### config.mk
export PLATFORM = sky130hd
export DESIGN_NAME = lsb_first_bit_packer_core
export DESIGN_NICKNAME = d
export VERILOG_FILES = /design/src/hdl/lbp_pkg.sv /design/src/hdl/lbp_front.sv /design/src/hdl/lbp_queue.sv /design/src/hdl/lbp_back.sv /design/src/hdl/lsb_first_bit_packer_core.sv
export SDC_FILE = /design/constraint.sdc
export NUM_CORES = 1
export LEC_CHECK = 0
export ABC_AREA = 1
export BUFFER_PORTS_ARGS = -buffer_cell sky130_fd_sc_hd__buf_2
export CAP_MARGIN = 20
export CORE_ASPECT_RATIO = 1.4
export CORE_MARGIN = 5
export CORE_UTILIZATION = 45
export CTS_CLUSTER_DIAMETER = 40
export CTS_CLUSTER_SIZE = 10
export DETAILED_ROUTE_END_ITERATION = 16
export HOLD_SLACK_MARGIN = 0.06
export PLACE_DENSITY = 0.64
export SYNTH_ARGS = -nofsm -noshare
export SYNTH_HDL_FRONTEND = slang
export SYNTH_HIERARCHICAL = 1
export SYNTH_SLANG_ARGS = --single-unit
### constraint.sdc
create_clock -name clk -period 7.3 [get_ports clk]
set_input_delay 1.095 -clock clk [delete_from_list [all_inputs] [get_ports clk]]
set_output_delay 1.095 -clock clk [all_outputs]
set_load 0.05 [all_outputs]
### src/hdl/lbp_pkg.sv
// ----------------------------------------------------------------------------
// lbp_pkg: shared types and constants for the LSB-first bit packer
// Fixed field widths of the item and result channels, and the queue status
// group passed between the queue and its neighbors.
// ----------------------------------------------------------------------------
`default_nettype none

package lbp_pkg;

    localparam int BYTE_W   = 8;   // stream byte
    localparam int PART_W   = 7;   // bits held in the incomplete byte
    localparam int PCNT_W   = 3;   // count of bits in the incomplete byte
    localparam int IN_CNT_W = 6;   // bit_count field
    localparam int VALUE_W  = 32;  // field_value field
    localparam int TOTAL_W  = 32;  // running bit total

    typedef struct packed {
        logic full;
        logic empty;
    } fifo_status_t;

endpackage

`default_nettype wire

### src/hdl/lbp_front.sv
// ----------------------------------------------------------------------------
// lbp_front: field append and byte classification
// Merges the saturated, masked field into the partial byte, works out how
// many result bytes the item yields and updates the carried state.
// ----------------------------------------------------------------------------
`default_nettype none

module lbp_front
    import lbp_pkg::*;
#(
    parameter int LIMIT  = 32,
    parameter int BUF_W  = 40,
    parameter int CNT_W  = 3,
    parameter int HAVE_W = 6
)
(
    input  wire logic                clk,
    input  wire logic                rst_n,
    input  wire logic                accept,
    input  wire logic [IN_CNT_W-1:0] bit_count,
    input  wire logic [VALUE_W-1:0]  field_value,
    input  wire logic                flush,
    output logic      [BUF_W-1:0]    acc_bits,
    output logic      [CNT_W-1:0]    nbytes,
    output logic      [TOTAL_W-1:0]  total
);

    logic [PART_W-1:0]   partial_reg, partial_next;
    logic [PCNT_W-1:0]   pcount_reg, pcount_next;
    logic [TOTAL_W-1:0]  total_reg, total_next;

    logic [IN_CNT_W-1:0] n_sat;
    logic [LIMIT-1:0]    value_m;
    logic [HAVE_W-1:0]   have;
    logic [CNT_W-1:0]    nfull;
    logic [2:0]          rem;
    logic [BUF_W-1:0]    shifted;

    always_comb
    begin
        if (bit_count > IN_CNT_W'(LIMIT))
        begin
            n_sat = IN_CNT_W'(LIMIT);
        end
        else
        begin
            n_sat = bit_count;
        end

        for (int i = 0; i < LIMIT; i++)
        begin
            value_m[i] = field_value[i] & (IN_CNT_W'(i) < n_sat);
        end

        acc_bits = BUF_W'(partial_reg) | (BUF_W'(value_m) << pcount_reg);
        have     = HAVE_W'(pcount_reg) + HAVE_W'(n_sat);
        nfull    = CNT_W'(have >> 3);
        rem      = have[2:0];
        nbytes   = nfull + CNT_W'(flush && (rem != 3'd0));

        // leftover bits after the full bytes leave
        shifted  = acc_bits >> {nfull, 3'b000};

        if (flush)
        begin
            partial_next = '0;
            pcount_next  = '0;
        end
        else
        begin
            partial_next = shifted[PART_W-1:0];
            pcount_next  = rem;
        end

        total_next = total_reg + TOTAL_W'(n_sat);
        total      = total_next;
    end

    always_ff @(posedge clk or negedge rst_n)
    begin
        if (!rst_n)
        begin
            partial_reg <= '0;
            pcount_reg  <= '0;
            total_reg   <= '0;
        end
        else if (accept)
        begin
            partial_reg <= partial_next;
            pcount_reg  <= pcount_next;
            total_reg   <= total_next;
        end
    end

endmodule

`default_nettype wire

### src/hdl/lbp_queue.sv
// ----------------------------------------------------------------------------
// lbp_queue: small queue between front and back
// Register-based FIFO holding classified items; combinational head read.
// ----------------------------------------------------------------------------
`default_nettype none

module lbp_queue
    import lbp_pkg::*;
#(
    parameter int W     = 75,
    parameter int DEPTH = 4
)
(
    input  wire logic         clk,
    input  wire logic         rst_n,
    input  wire logic         wr_en,
    input  wire logic [W-1:0] wr_data,
    input  wire logic         rd_en,
    output logic      [W-1:0] rd_data,
    output fifo_status_t      status
);

    localparam int PTR_W = (DEPTH > 1) ? $clog2(DEPTH) : 1;
    localparam int CNT_W = $clog2(DEPTH + 1);

    logic [W-1:0]     mem_reg [DEPTH];
    logic [PTR_W-1:0] wr_ptr_reg, wr_ptr_next;
    logic [PTR_W-1:0] rd_ptr_reg, rd_ptr_next;
    logic [CNT_W-1:0] count_reg, count_next;
    logic             do_wr, do_rd;

    assign status.full  = (count_reg == CNT_W'(DEPTH));
    assign status.empty = (count_reg == '0);
    assign do_wr        = wr_en && !status.full;
    assign do_rd        = rd_en && !status.empty;
    assign rd_data      = mem_reg[rd_ptr_reg];

    always_comb
    begin
        wr_ptr_next = wr_ptr_reg;
        rd_ptr_next = rd_ptr_reg;
        count_next  = count_reg;
        if (do_wr)
        begin
            wr_ptr_next = (wr_ptr_reg == PTR_W'(DEPTH - 1)) ? '0 : wr_ptr_reg + 1'b1;
        end
        if (do_rd)
        begin
            rd_ptr_next = (rd_ptr_reg == PTR_W'(DEPTH - 1)) ? '0 : rd_ptr_reg + 1'b1;
        end
        if (do_wr && !do_rd)
        begin
            count_next = count_reg + 1'b1;
        end
        else if (do_rd && !do_wr)
        begin
            count_next = count_reg - 1'b1;
        end
    end

    always_ff @(posedge clk)
    begin
        if (do_wr)
        begin
            mem_reg[wr_ptr_reg] <= wr_data;
        end
    end

    always_ff @(posedge clk or negedge rst_n)
    begin
        if (!rst_n)
        begin
            wr_ptr_reg <= '0;
            rd_ptr_reg <= '0;
            count_reg  <= '0;
        end
        else
        begin
            wr_ptr_reg <= wr_ptr_next;
            rd_ptr_reg <= rd_ptr_next;
            count_reg  <= count_next;
        end
    end

    a_count_bound: assert property (@(posedge clk) disable iff (!rst_n)
        count_reg <= CNT_W'(DEPTH))
        else $error("queue count exceeds depth");

    a_empty_ptrs: assert property (@(posedge clk) disable iff (!rst_n)
        (count_reg == '0) |-> (wr_ptr_reg == rd_ptr_reg))
        else $error("empty queue with unequal pointers");

endmodule

`default_nettype wire

### src/hdl/lbp_back.sv
// ----------------------------------------------------------------------------
// lbp_back: result drain
// Walks the bytes of the head entry, one result per transfer, and retires
// the entry on its last result. An entry with no bytes gives one empty result.
// ----------------------------------------------------------------------------
`default_nettype none

module lbp_back
    import lbp_pkg::*;
#(
    parameter int BUF_W = 40,
    parameter int CNT_W = 3
)
(
    input  wire logic               clk,
    input  wire logic               rst_n,
    input  wire fifo_status_t       status,
    input  wire logic [BUF_W-1:0]   acc_bits,
    input  wire logic [CNT_W-1:0]   nbytes,
    input  wire logic               pop,
    output logic                    retire,
    output logic                    byte_valid,
    output logic      [BYTE_W-1:0]  byte_out,
    output logic                    last
);

    logic [CNT_W-1:0] idx_reg, idx_next;
    logic             take;

    always_comb
    begin
        byte_valid = (nbytes != '0);
        byte_out   = byte_valid ? acc_bits[{idx_reg, 3'b000} +: BYTE_W] : '0;
        last       = !byte_valid || (idx_reg == CNT_W'(nbytes - 1'b1));
        take       = pop && !status.empty;
        retire     = take && last;

        idx_next = idx_reg;
        if (retire)
        begin
            idx_next = '0;
        end
        else if (take)
        begin
            idx_next = idx_reg + 1'b1;
        end
    end

    always_ff @(posedge clk or negedge rst_n)
    begin
        if (!rst_n)
        begin
            idx_reg <= '0;
        end
        else
        begin
            idx_reg <= idx_next;
        end
    end

    a_idx_in_range: assert property (@(posedge clk) disable iff (!rst_n)
        (!status.empty && byte_valid) |-> (idx_reg < nbytes))
        else $error("byte index past end of entry");

    a_empty_result_last: assert property (@(posedge clk) disable iff (!rst_n)
        (!status.empty && !byte_valid) |-> (last && idx_reg == '0))
        else $error("empty result not final");

endmodule

`default_nettype wire

### src/hdl/lsb_first_bit_packer_core.sv
// ----------------------------------------------------------------------------
// lsb_first_bit_packer_core: LSB-first bit stream packer
// Appends 0..32-bit fields to a bit stream, emits every completed byte and,
// on flush, the zero-padded tail byte, each with the running bit total.
// ----------------------------------------------------------------------------
//
//  Channel   Handshake          Payload
//  --------  -----------------  ---------------------------------------------
//  item in   push / full        bit_count, field_value, flush
//  result    empty / pop        byte_valid, byte_out, last, total_bits
//
//  Cycles: the front takes one item per clock unless full; the back delivers
//  one result per pop, so an item costs max(1, bytes) result transfers (at most five).
//  The queue between them is FIFO_DEPTH entries; full rises only when it fills.
//  Reset clears the partial byte, bit total, queue pointers and byte index.
//  An accepted item is registered in the queue and is then visible on the result side.
//
`default_nettype none

module lsb_first_bit_packer_core
    import lbp_pkg::*;
#(
    parameter int MAX_FIELD_BITS = 32,
    parameter int FIFO_DEPTH     = 4
)
(
    input  wire logic                clk,
    input  wire logic                rst_n,
    // item side
    input  wire logic                push,
    output logic                     full,
    input  wire logic [IN_CNT_W-1:0] bit_count,
    input  wire logic [VALUE_W-1:0]  field_value,
    input  wire logic                flush,
    // result side
    output logic                     empty,
    input  wire logic                pop,
    output logic                     byte_valid,
    output logic      [BYTE_W-1:0]   byte_out,
    output logic                     last,
    output logic      [TOTAL_W-1:0]  total_bits
);

    // Field counts saturate at the smaller of the parameter and the field width.
    localparam int LIMIT   = (MAX_FIELD_BITS < VALUE_W) ? MAX_FIELD_BITS : VALUE_W;
    // Partial byte plus one field.
    localparam int ACC_W   = LIMIT + PART_W;
    // Full bytes from the accumulator plus a possible flush byte.
    localparam int MAXB    = ACC_W / BYTE_W + 1;
    localparam int BUF_W   = MAXB * BYTE_W;
    localparam int CNT_W   = $clog2(MAXB + 1);
    localparam int HAVE_W  = $clog2(ACC_W + 1);
    localparam int ENTRY_W = BUF_W + CNT_W + TOTAL_W;

    fifo_status_t       q_status;
    logic               accept;
    logic               retire;

    logic [BUF_W-1:0]   f_acc;
    logic [CNT_W-1:0]   f_nbytes;
    logic [TOTAL_W-1:0] f_total;

    logic [ENTRY_W-1:0] q_wr_data;
    logic [ENTRY_W-1:0] q_rd_data;

    logic [BUF_W-1:0]   h_acc;
    logic [CNT_W-1:0]   h_nbytes;

    // Item transfer: the front state advances only when the queue takes it.
    assign full   = q_status.full;
    assign empty  = q_status.empty;
    assign accept = push && !q_status.full;

    lbp_front #(
        .LIMIT  (LIMIT),
        .BUF_W  (BUF_W),
        .CNT_W  (CNT_W),
        .HAVE_W (HAVE_W)
    ) u_front (
        .clk         (clk),
        .rst_n       (rst_n),
        .accept      (accept),
        .bit_count   (bit_count),
        .field_value (field_value),
        .flush       (flush),
        .acc_bits    (f_acc),
        .nbytes      (f_nbytes),
        .total       (f_total)
    );

    // Queue entry: accumulator bytes, byte count, running total.
    assign q_wr_data = {f_acc, f_nbytes, f_total};

    lbp_queue #(
        .W     (ENTRY_W),
        .DEPTH (FIFO_DEPTH)
    ) u_queue (
        .clk     (clk),
        .rst_n   (rst_n),
        .wr_en   (push),
        .wr_data (q_wr_data),
        .rd_en   (retire),
        .rd_data (q_rd_data),
        .status  (q_status)
    );

    assign h_acc      = q_rd_data[ENTRY_W-1 -: BUF_W];
    assign h_nbytes   = q_rd_data[TOTAL_W +: CNT_W];
    // Every result of an item carries the same total.
    assign total_bits = q_rd_data[TOTAL_W-1:0];

    lbp_back #(
        .BUF_W (BUF_W),
        .CNT_W (CNT_W)
    ) u_back (
        .clk        (clk),
        .rst_n      (rst_n),
        .status     (q_status),
        .acc_bits   (h_acc),
        .nbytes     (h_nbytes),
        .pop        (pop),
        .retire     (retire),
        .byte_valid (byte_valid),
        .byte_out   (byte_out),
        .last       (last)
    );

endmodule

`default_nettype wire

# Word level (Yosys, flattened, before mapping)

Memory sizes are Yosys's and may differ from the RTL's.
Index checks and enable logic that the tools add are counted.

Bits in read-only memories: 0
RAM bits: 300
Output and inout port bits: 44
Register bits: 52
Input bits: 43
Word-level logic and storage cells: 120
Latch bits: 0
Memories kept: 1

$lt $le $gt $ge: 33
Eq/ne operators: 4
Reductions and logical operators: 18
Multipliers: 0
Bitwise logic cells: 33
Multiplexer cells: 12
Shifts and indexed selects: 3
$add $sub $neg: 9
Divide/modulo/power cells: 0

Memory list:

| memory          | words | width | rd ports | clocked after memory_dff | write ports | line            | text |
|---|---|---|---|---|---|---|---|
| u_queue.mem_reg | 4     | 75    | 1        | 0                        | 1           | lbp_queue.sv:26 | `logic [W-1:0] mem_reg [DEPTH];` |

Operator list:

| kind                                               | number |
|---|---|
| < comparator 5 x 6 -> 1 bit (first input constant) | 16 |
| < comparator 4 x 6 -> 1 bit (first input constant) | 8 |
| bitwise OR 7 x 40 -> 40 bit                        | 1 |
| indexed part select 40 x 7 -> 8 bit                | 1 |
| << shifter 32 x 3 -> 40 bit                        | 1 |
| >> shifter 40 x 6 -> 7 bit                         | 1 |
| adder 32 x 6 -> 32 bit                             | 1 |
| AND 1 bit                                          | 32 |
| < comparator 3 x 6 -> 1 bit (first input constant) | 4 |
| two-way mux 3 bit                                  | 5 |
| < comparator 1 x 6 -> 1 bit (first input constant) | 2 |
| < comparator 2 x 6 -> 1 bit (first input constant) | 2 |
| two-way mux 8 bit                                  | 1 |
| logical AND 1 bit                                  | 7 |
| two-way mux 7 bit                                  | 1 |
| adder 3 x 1 -> 3 bit (second input constant)       | 2 |
| adder 3 x 6 -> 6 bit                               | 1 |
| > comparator 6 bit (second input constant)         | 1 |
| two-way mux 6 bit                                  | 1 |
| nonzero test 3 bit                                 | 2 |
| subtractor 3 x 1 -> 3 bit (second input constant)  | 2 |
| logical NOT 1 bit                                  | 5 |
| adder 2 x 1 -> 2 bit (second input constant)       | 2 |
| equality test 2 bit (second input constant)        | 2 |
| 8 further kinds                                    | 11 |

# Logic depth before layout (Yosys ltp)

Gate-level depths: netlist of run 1.
An unclocked memory read counts as a cell.

Depth after elaboration: 9
Mapped depth: 23

# By module

The synthesis of run 1 kept the hierarchy.

By module, submodules not included:

| module                    | area each (µm²) | sequential area each (µm²) | cells each | instances |
|---|---|---|---|---|
| lbp_queue                 | 12824.8         | 9183.8                     | 937        | 1 |
| lbp_front                 | 5051.1          | 1051.0                     | 876        | 1 |
| lbp_back                  | 695.7           | 75.1                       | 132        | 1 |
| lsb_first_bit_packer_core | 10.0            | 0.0                        | 2          | 1 |

# Worst setup path before layout of run 1

Ideal clock, no wire load.

Kind: input-to-reg
Start point: input port push
End point: memory u_queue.mem_reg[0][0] (enable)
Stages on the path: 2
Required time: 6.791 ns
Path slack: 2.421 ns
Library setup time: 0.509 ns
Arrival: 4.370 ns
Path buffers: 0
Cells stage by stage: nand2_1 > nor2_1

Cells in the longest elaborated chain, start to end: 3

Ends and longest elaborated chain:

| element                                 | line                            | text |
|---|---|---|
| start: declaration                      | lsb_first_bit_packer_core.sv:30 | `input wire logic push,` |
| logical AND 1 bit                       | lbp_queue.sv:34                 | `assign do_wr = wr_en && !status.full;` |
| two-way mux 1 bit                       | lbp_queue.sv:63                 | `if (do_wr)` |
| two-way mux 1 bit (implied by the code) | lbp_queue.sv:65                 | `mem_reg[wr_ptr_reg] <= wr_data;` |
| end: declaration                        | lbp_queue.sv:26                 |  |

Every way passes these cells.

# Final worst setup path of run 1

Start point: register u_queue.rd_ptr_reg[1]
End point: output port byte_out[7]

Cells in the longest elaborated chain, start to end: 3

Ends and longest elaborated chain:

| element                  | line                            | text |
|---|---|---|
| start: declaration       | lbp_queue.sv:28                 | `logic [PTR_W-1:0] rd_ptr_reg, rd_ptr_next;` |
| start signal: assignment | lbp_queue.sv:80                 | `rd_ptr_reg <= rd_ptr_next;` |
| memory read (4 x 75 bit) | n/a                             |  |
| named net q_rd_data[34]  | lsb_first_bit_packer_core.sv:64 | `logic [ENTRY_W-1:0] q_rd_data;` |
| nonzero test 3 bit       | lbp_back.sv:32                  | `byte_valid = (nbytes != '0);` |
| two-way mux 8 bit        | lbp_back.sv:33                  | `byte_out = byte_valid ? acc_bits[{idx_reg, 3'b000} +: BYTE_W] : '0;` |
| end: declaration         | lsb_first_bit_packer_core.sv:39 | `output logic [BYTE_W-1:0] byte_out,` |

The timed path passes the listed nets, and every way through them passes these cells.

==> results of run 1 <==
==> area by class of cell <==
cell class	count	area, sq um
Inverter	270	1020
Clock buffer	71	1350
Clock inverter	19	180
Timing Repair Buffer	104	566
Sequential cell	352	10300
Multi-Input combinational cell	1227	6540
Tap cell	540	676
Antenna cell	6	15.0
Fill cell	3770	20400
==> cell usage after synthesis, types with 3 or more instances <==
library cell | number | area, sq um
o211ai_1 | 90 | 676
ha_1 | 18 | 225
buf_1 | 12 | 45.0
o21ai_1 | 19 | 95.1
o21ai_2 | 3 | 26.3
a21oi_1 | 22 | 110
fa_1 | 3 | 60.1
xnor2_1 | 4 | 35.0
buf_8 | 3 | 45.0
inv_1 | 258 | 968
buf_6 | 37 | 417
o21ai_0 | 34 | 170
inv_2 | 8 | 30.0
nor2_4 | 3 | 33.8
nand2_1 | 564 | 2120
nand3_1 | 203 | 1020
nor2_2 | 4 | 25.0
edfxtp_1 | 300 | 9010
buf_4 | 13 | 97.6
nand2_2 | 5 | 31.3
and2_1 | 7 | 43.8
nand3_2 | 4 | 40.0
xor2_1 | 18 | 158
buf_2 | 17 | 85.1
nand2_4 | 7 | 78.8
nor4_1 | 3 | 18.8
clkbuf_1 | 16 | 60.1
o211ai_2 | 63 | 788
a31oi_1 | 3 | 18.8
nor2_1 | 98 | 368
nor3_1 | 9 | 45.0
o22ai_1 | 3 | 18.8
dfrtp_1 | 52 | 1300
nand4_1 | 23 | 144
==> report_power, final <==
group          switching, mW  total, mW  internal (mW)
logic                   2.86       3.82          0.965
clock network          0.852       2.21           1.36
registers              0.301       3.25           2.95
==> how the worst max path moves through the flow <==
stage                                startpoint                    end  slack [ps]  cells past startpoint
after floorplan                            push  u_queue/mem_reg[0][0]        2420                      2
after global placement    u_queue/rd_ptr_reg[1]            byte_out[4]        2900                     11
after detailed placement  u_queue/rd_ptr_reg[1]            byte_out[7]        2880                     11
after CTS                 u_queue/rd_ptr_reg[1]            byte_out[7]        2300                     11
after global routing      u_queue/rd_ptr_reg[1]            byte_out[6]        2030                     11
final                     u_queue/rd_ptr_reg[1]            byte_out[7]        2380                     11
==> critical path: stages (launching register included) <==
cell      delay (ps)
dfrtp_4          690
inv_2            580
buf_4            660
o211ai_1         190
nand2_1          120
inv_1             60
nand2_1          180
inv_1            190
a21oi_1          150
o21ai_1           90
inv_1             80
buf_2            250
==> metrics by stage <==
step / utilization / setup slack, ps / hold WS, ps / cell area, sq um / std cells
after CTS: 0.503 / 2300 / 482 / 20600 / 2583
after floorplan: - / 2420 / 443 / 18600 / 1947
after global placement: 0.465 / 2900 / 463 / 19100 / 2493
after global routing: 0.503 / 2030 / 504 / 20700 / 2585
after detailed placement: 0.465 / 2880 / 469 / 19100 / 2493
final: 0.503 / 2380 / 480 / 20700 / 2589
==> placed cells by master, fill, tap and decap left out, types with 22 or more instances in the layout <==
cell type	synthesis	layout
a21oi_1	22	22
buf_2	17	86
clkbuf_16	0	50
dfrtp_1	52	50
edfxtp_1	300	300
inv_1	258	258
nand2_1	564	564
nand3_1	203	203
nand4_1	23	23
nor2_1	98	94
o211ai_1	90	90
o211ai_2	63	63
o21ai_0	34	34
==> cells by family (layout without fill, tap and decap cells) <==
logic type,after synthesis,in the layout,share of synthesized area
AOI/OAI and AO/OA,245,245,0.106
xor gates and xnor gates,23,23,0.0112
adders and majority gates,21,21,0.0154
buffers and inverters,368,464,0.0951
DFF,352,352,0.555
other,1,7,0.000202
and+or+nand+nor,937,937,0.217
==> per-layer routing <==
metal  part of all wire  routed length [um]  GRT usage
met1               0.38               18000      0.236
met2               0.53               25300      0.385
met3              0.054                2550     0.0402
met4              0.033                1580     0.0702
met5            0.00070                  33          0
==> summary.txt, run 1 <==
Register area share after synthesis -> 0.555
Longest Clk Path Bufs -> 3
Synthesis-to-finish area growth -> 11.2%
LEAKAGE -> 8.78 nW
Core box area -> 41,100 sq um
Setup Skew -> 16.7 ps
Worst EP arrival -> 3820 ps
Worst reg2reg endpoint -> u_queue/count_reg[1]
Mean Syn Cell Area -> 9.54 sq um
Clock transition at path regs -> 50 ps
Tmin final -> 4920 ps
VDD IR max -> 352 uV
Via count -> 13,688
Unique cell type count in the Yosys netlist -> 50
Grt ovf -> 0
H-tree Lvls -> 2
Final hold vios -> 0
Flop2flop setup slack -> 3150 ps
Initial antenna violation count -> 8
Syn nets -> 2,011
Worst slew pin tran -> 1110 ps
Largest register FFs -> 300
Power Dens Cells -> 449 nW/um^2
Via density -> 5.29
Cell row count -> 88
First-pass GRT wire length -> 74,500 um
Die ar. -> 45,500 sq um
Slew headroom -> 0.257
Critical R2R Launch -> u_queue/rd_ptr_reg[1]
DIE WIDTH -> 182 um
# resized after CTS -> 0
Max Cap Violations -> 0
Cell area after synthesis -> 18,600 sq um
EDFF count, synth -> 300
Min-Delay Path Class -> register to register
Most used DFF post-synth -> edfxtp_1
Worst Path Required -> 6200 ps
Cells after synthesis -> 1,947
Kind of critical path -> register to primary output
Later-pin clock latency in the skew report -> 560 ps
Initial DRT Pass Iterations -> 7
Hold Crit Start -> u_front/total_reg[0]
Number of nets still failing antenna checks after routing -> 0
CTS tree -> built
Hold path depth -> 2
Io pins -> 87
Gp weighted congestion -> 0.891
Layout cells sized above 1 -> 0.140
Global-route usage over all layers -> 0.207
Root Buffer -> clkbuf_16
Share of flip-flops with an asynchronous set or reset -> 0.148
Die Y -> 250 um
CTS Hold Bufs -> 0
DRC viols -> 0
Sinks on Clock Net -> 352
Total power -> 9.28 mW
Largest net degree at the start of global routing -> 101
#FFs+latches synth -> 352
Critical Path Source Type -> register
Total number of yosys warnings -> 6
Outcome -> finished clean
Initial Utilization -> 0.452
Setup TNS -> 0 ps
Number of buffers created by CTS -> 49
Port buffer count -> 86
Max Slew Vio Count -> 0
Vias in the first global route -> 13,628
Unrepaired setup endpoints after global routing -> false
Final setup fails -> 0
Fmax -> 203 MHz
Worst Reg-to-Reg Cells -> 16
WL/cell -> 18.3 um
Critical path capture point type -> primary output
Dpl hpwl -> 32,300 um
Final Net Count -> 2,068
DRT iter0 DRCs -> 1,109
Final worst-path cycle share -> 0.673
Worst min-delay path endpoint -> u_front/total_reg[0]
Setup Buffers After CTS -> 0
Worst-path fanout max -> 45
Routed WL -> 47,400 um
No activity file was read; power rests on OpenSTA's default activity.
==> inputs of run 2 (changes only) <==
Settings changed: ABC_AREA 1 to 0, PLACE_DENSITY 0.64 to 0.65.
Clock period 7.3 ns to 4.8 ns, I/O delays scaled along.
==> run 2 against run 1 <==
Compared with the run above: clock skew fell by 1.0 ps; final cell count fell by 35%; critical endpoint is now byte_out[5]; global-route usage fell by 2.6 points; highest routed layer is now met4; synthesized cell count fell by 43%; largest power group unchanged.
==> summary.txt, run 2 <==
Outcome -> finished clean
Initial Utilization -> 0.456
EDFF count, synth -> 300
Largest net degree at the start of global routing -> 60
Cell row count -> 83
Clock transition at path regs -> 50 ps
Sinks on Clock Net -> 352
Placed Cells -> 1,612
Critical Path Source Type -> register
Min-Delay Path Class -> input pin to asynchronous set/reset pin
Area share of the largest cell type after synthesis -> 0.537
CP max-delay cell -> buf_4
First-pass GRT wire length -> 59,100 um
Commonest non-fill, non-tap cell in the layout -> edfxtp_1
Area contributors post-synth -> edfxtp_1 (54%), mux4_2 (10%), dfrtp_1 (7.8%)
WL met1 -> 14,400 um
Flop2flop setup slack -> 1200 ps
Layout cells sized above 1 -> 0.243
Worst slew pin tran -> 998 ps
Final hold vios -> 0
Gp weighted congestion -> 0.883
Worst-path fanout max -> 43
Max Cap Violations -> 0
Root Buffer -> clkbuf_16
Critical R2R Launch -> u_queue/rd_ptr_reg[0]
Die Y -> 238 um
Largest register FFs -> 300
DP Worst Slack -> 1050 ps
Register area share after synthesis -> 0.615
Dpl hpwl -> 25,200 um
Worst Path Required -> 4080 ps
DP Area -> 17,500 sq um
Diode count -> 0
Total power -> 12.7 mW
Grt ovf -> 0
DRT iter0 DRCs -> 682
Synthesis-to-finish area growth -> 12.5%
WL/cell -> 22.2 um
DRC viols -> 0
Io pins -> 87
Final WS setup -> 797 ps
Power Dens Cells -> 671 nW/um^2
Most used DFF post-synth -> edfxtp_1
Final non-filler cell area -> 18,900 sq um
Fmax -> 250 MHz
Via density -> 5.86
Number of buffers created by CTS -> 45
Worst-path cell chain -> buf_4, mux4_2, mux2i_1, o22ai_1, a21oi_1, nor2_1, buf_2
#FFs+latches synth -> 352
Setup Skew -> 15.6 ps
Cells after synthesis -> 1,108
Slew headroom -> 0.333
Vias in the first global route -> 10,225
# resized after CTS -> 0
Unrepaired setup endpoints after global routing -> false
CTS tree -> built
Cell taking the most area after synthesis -> edfxtp_1
Most numerous cell in the Yosys netlist -> edfxtp_1
Cell area after synthesis -> 16,800 sq um
Later-pin clock latency in the skew report -> 530 ps
VDD IR max -> 415 uV
Final setup fails -> 0
Post-synth top cells -> edfxtp_1 (300), mux4_2 (77), nand2_1 (64), nor2_1 (60), dfrtp_1 (52)
DR top layer -> met4
Longest Clk Path Bufs -> 3
H-tree Lvls -> 2
Max Slew Vio Count -> 0
Syn nets -> 1,172
Max incr delay on CP -> 750 ps
Setup TNS -> 0 ps
CTS Hold Bufs -> 0
Worst reg2reg endpoint -> u_queue/count_reg[1]
Final worst-path cycle share -> 0.834
Core box area -> 36,800 sq um
Met2 wire length -> 20,000 um
Number of nets still failing antenna checks after routing -> 0
Critical path capture point type -> primary output
Share of flip-flops with an asynchronous set or reset -> 0.148
Die ar. -> 41,300 sq um
Mean Syn Cell Area -> 15.1 sq um
Worst Reg-to-Reg Cells -> 13
LEAKAGE -> 6.75 nW
Met3 WL -> 1730 um
Setup Buffers After CTS -> 0
Initial antenna violation count -> 0
Global-route usage over all layers -> 0.181
Final Net Count -> 1,256
Total number of yosys warnings -> 6
Routed WL -> 37,500 um
Final non-filler cell total -> 1,689
Most frequent cells in the layout -> edfxtp_1 (300), buf_2 (86), mux4_2 (77), nand2_1 (64), nor2_1 (59)
Initial DRT Pass Iterations -> 5
Via count -> 9,895
Port buffer count -> 86
Tmin final -> 4000 ps
Worst EP arrival -> 3280 ps
Number of fill cells -> 3,092
Kind of critical path -> register to primary output
Unique cell type count in the Yosys netlist -> 93
DIE WIDTH -> 173 um
## run 2: per-layer routing
metal,vias up,global-route usage
met4,0,0.0692
li1,4495,-
met1,5027,0.219
met3,80,0.0255
met5,-,0
met2,293,0.329
## run 2: kinds of logic (layout without fill, tap and decap cells)
logic type | count (synthesis) | after routing | share of synthesized area
adder cells (fa/ha/maj) | 25 | 25 | 0.0196
multiplexers | 145 | 145 | 0.146
flip-flops | 352 | 352 | 0.615
buffers and inverters | 94 | 208 | 0.0328
other | 1 | 1 | 0.000224
AND/OR/NAND/NOR | 244 | 244 | 0.0763
AO/OA/AOI/OAI | 179 | 179 | 0.0744
XOR/XNOR | 68 | 68 | 0.0364
## run 2: how the worst max path moves through the flow
stage / start / end / slack (ps) / depth (start not counted)
finish: u_queue/rd_ptr_reg[0] / byte_out[5] / 800 / 7
global route: u_queue/rd_ptr_reg[0] / byte_out[1] / 520 / 7
CTS: u_queue/rd_ptr_reg[0] / byte_out[1] / 710 / 7
detailed placement: bit_count[1] / u_queue/mem_reg[0][34] / 1050 / 11
global placement: bit_count[1] / u_queue/mem_reg[0][34] / 1130 / 11
floorplan: push / u_queue/mem_reg[3][0] / 370 / 2
## run 2: area by class of cell
| cell class | instances | area [sq um] | share of cell area |
|---|---|---|---|
| clock inverters | 11 | 149 | 0.00789 |
| inverters | 27 | 101 | 0.00537 |
| multi-input cells | 662 | 5930 | 0.314 |
| well taps | 467 | 584 | 0.0310 |
| repair buffers | 104 | 578 | 0.0306 |
| clock buffers | 66 | 1210 | 0.0644 |
| flip-flops and latches | 352 | 10300 | 0.547 |
## run 2: report_power, final
group | switching, mW | internal, mW | leakage, nW
registers | 0.354 | 4.41 | 3.46
clock network | 1.17 | 1.91 | 0.654
logic | 3.17 | 1.65 | 2.63
## run 2: per-stage QoR
step	hold WS, ps	util
final	321	0.513
after global routing	417	0.513
after CTS	381	0.513
after detailed placement	488	0.476
after global placement	481	0.476
after floorplan	424	-
## run 2: critical path: cells and delay by family, from the launching register on
kind	cells	cell delay (ps)
flops	1	620
compound gates	2	280
mux	2	790
buf+inv	2	960
simple gates	1	60
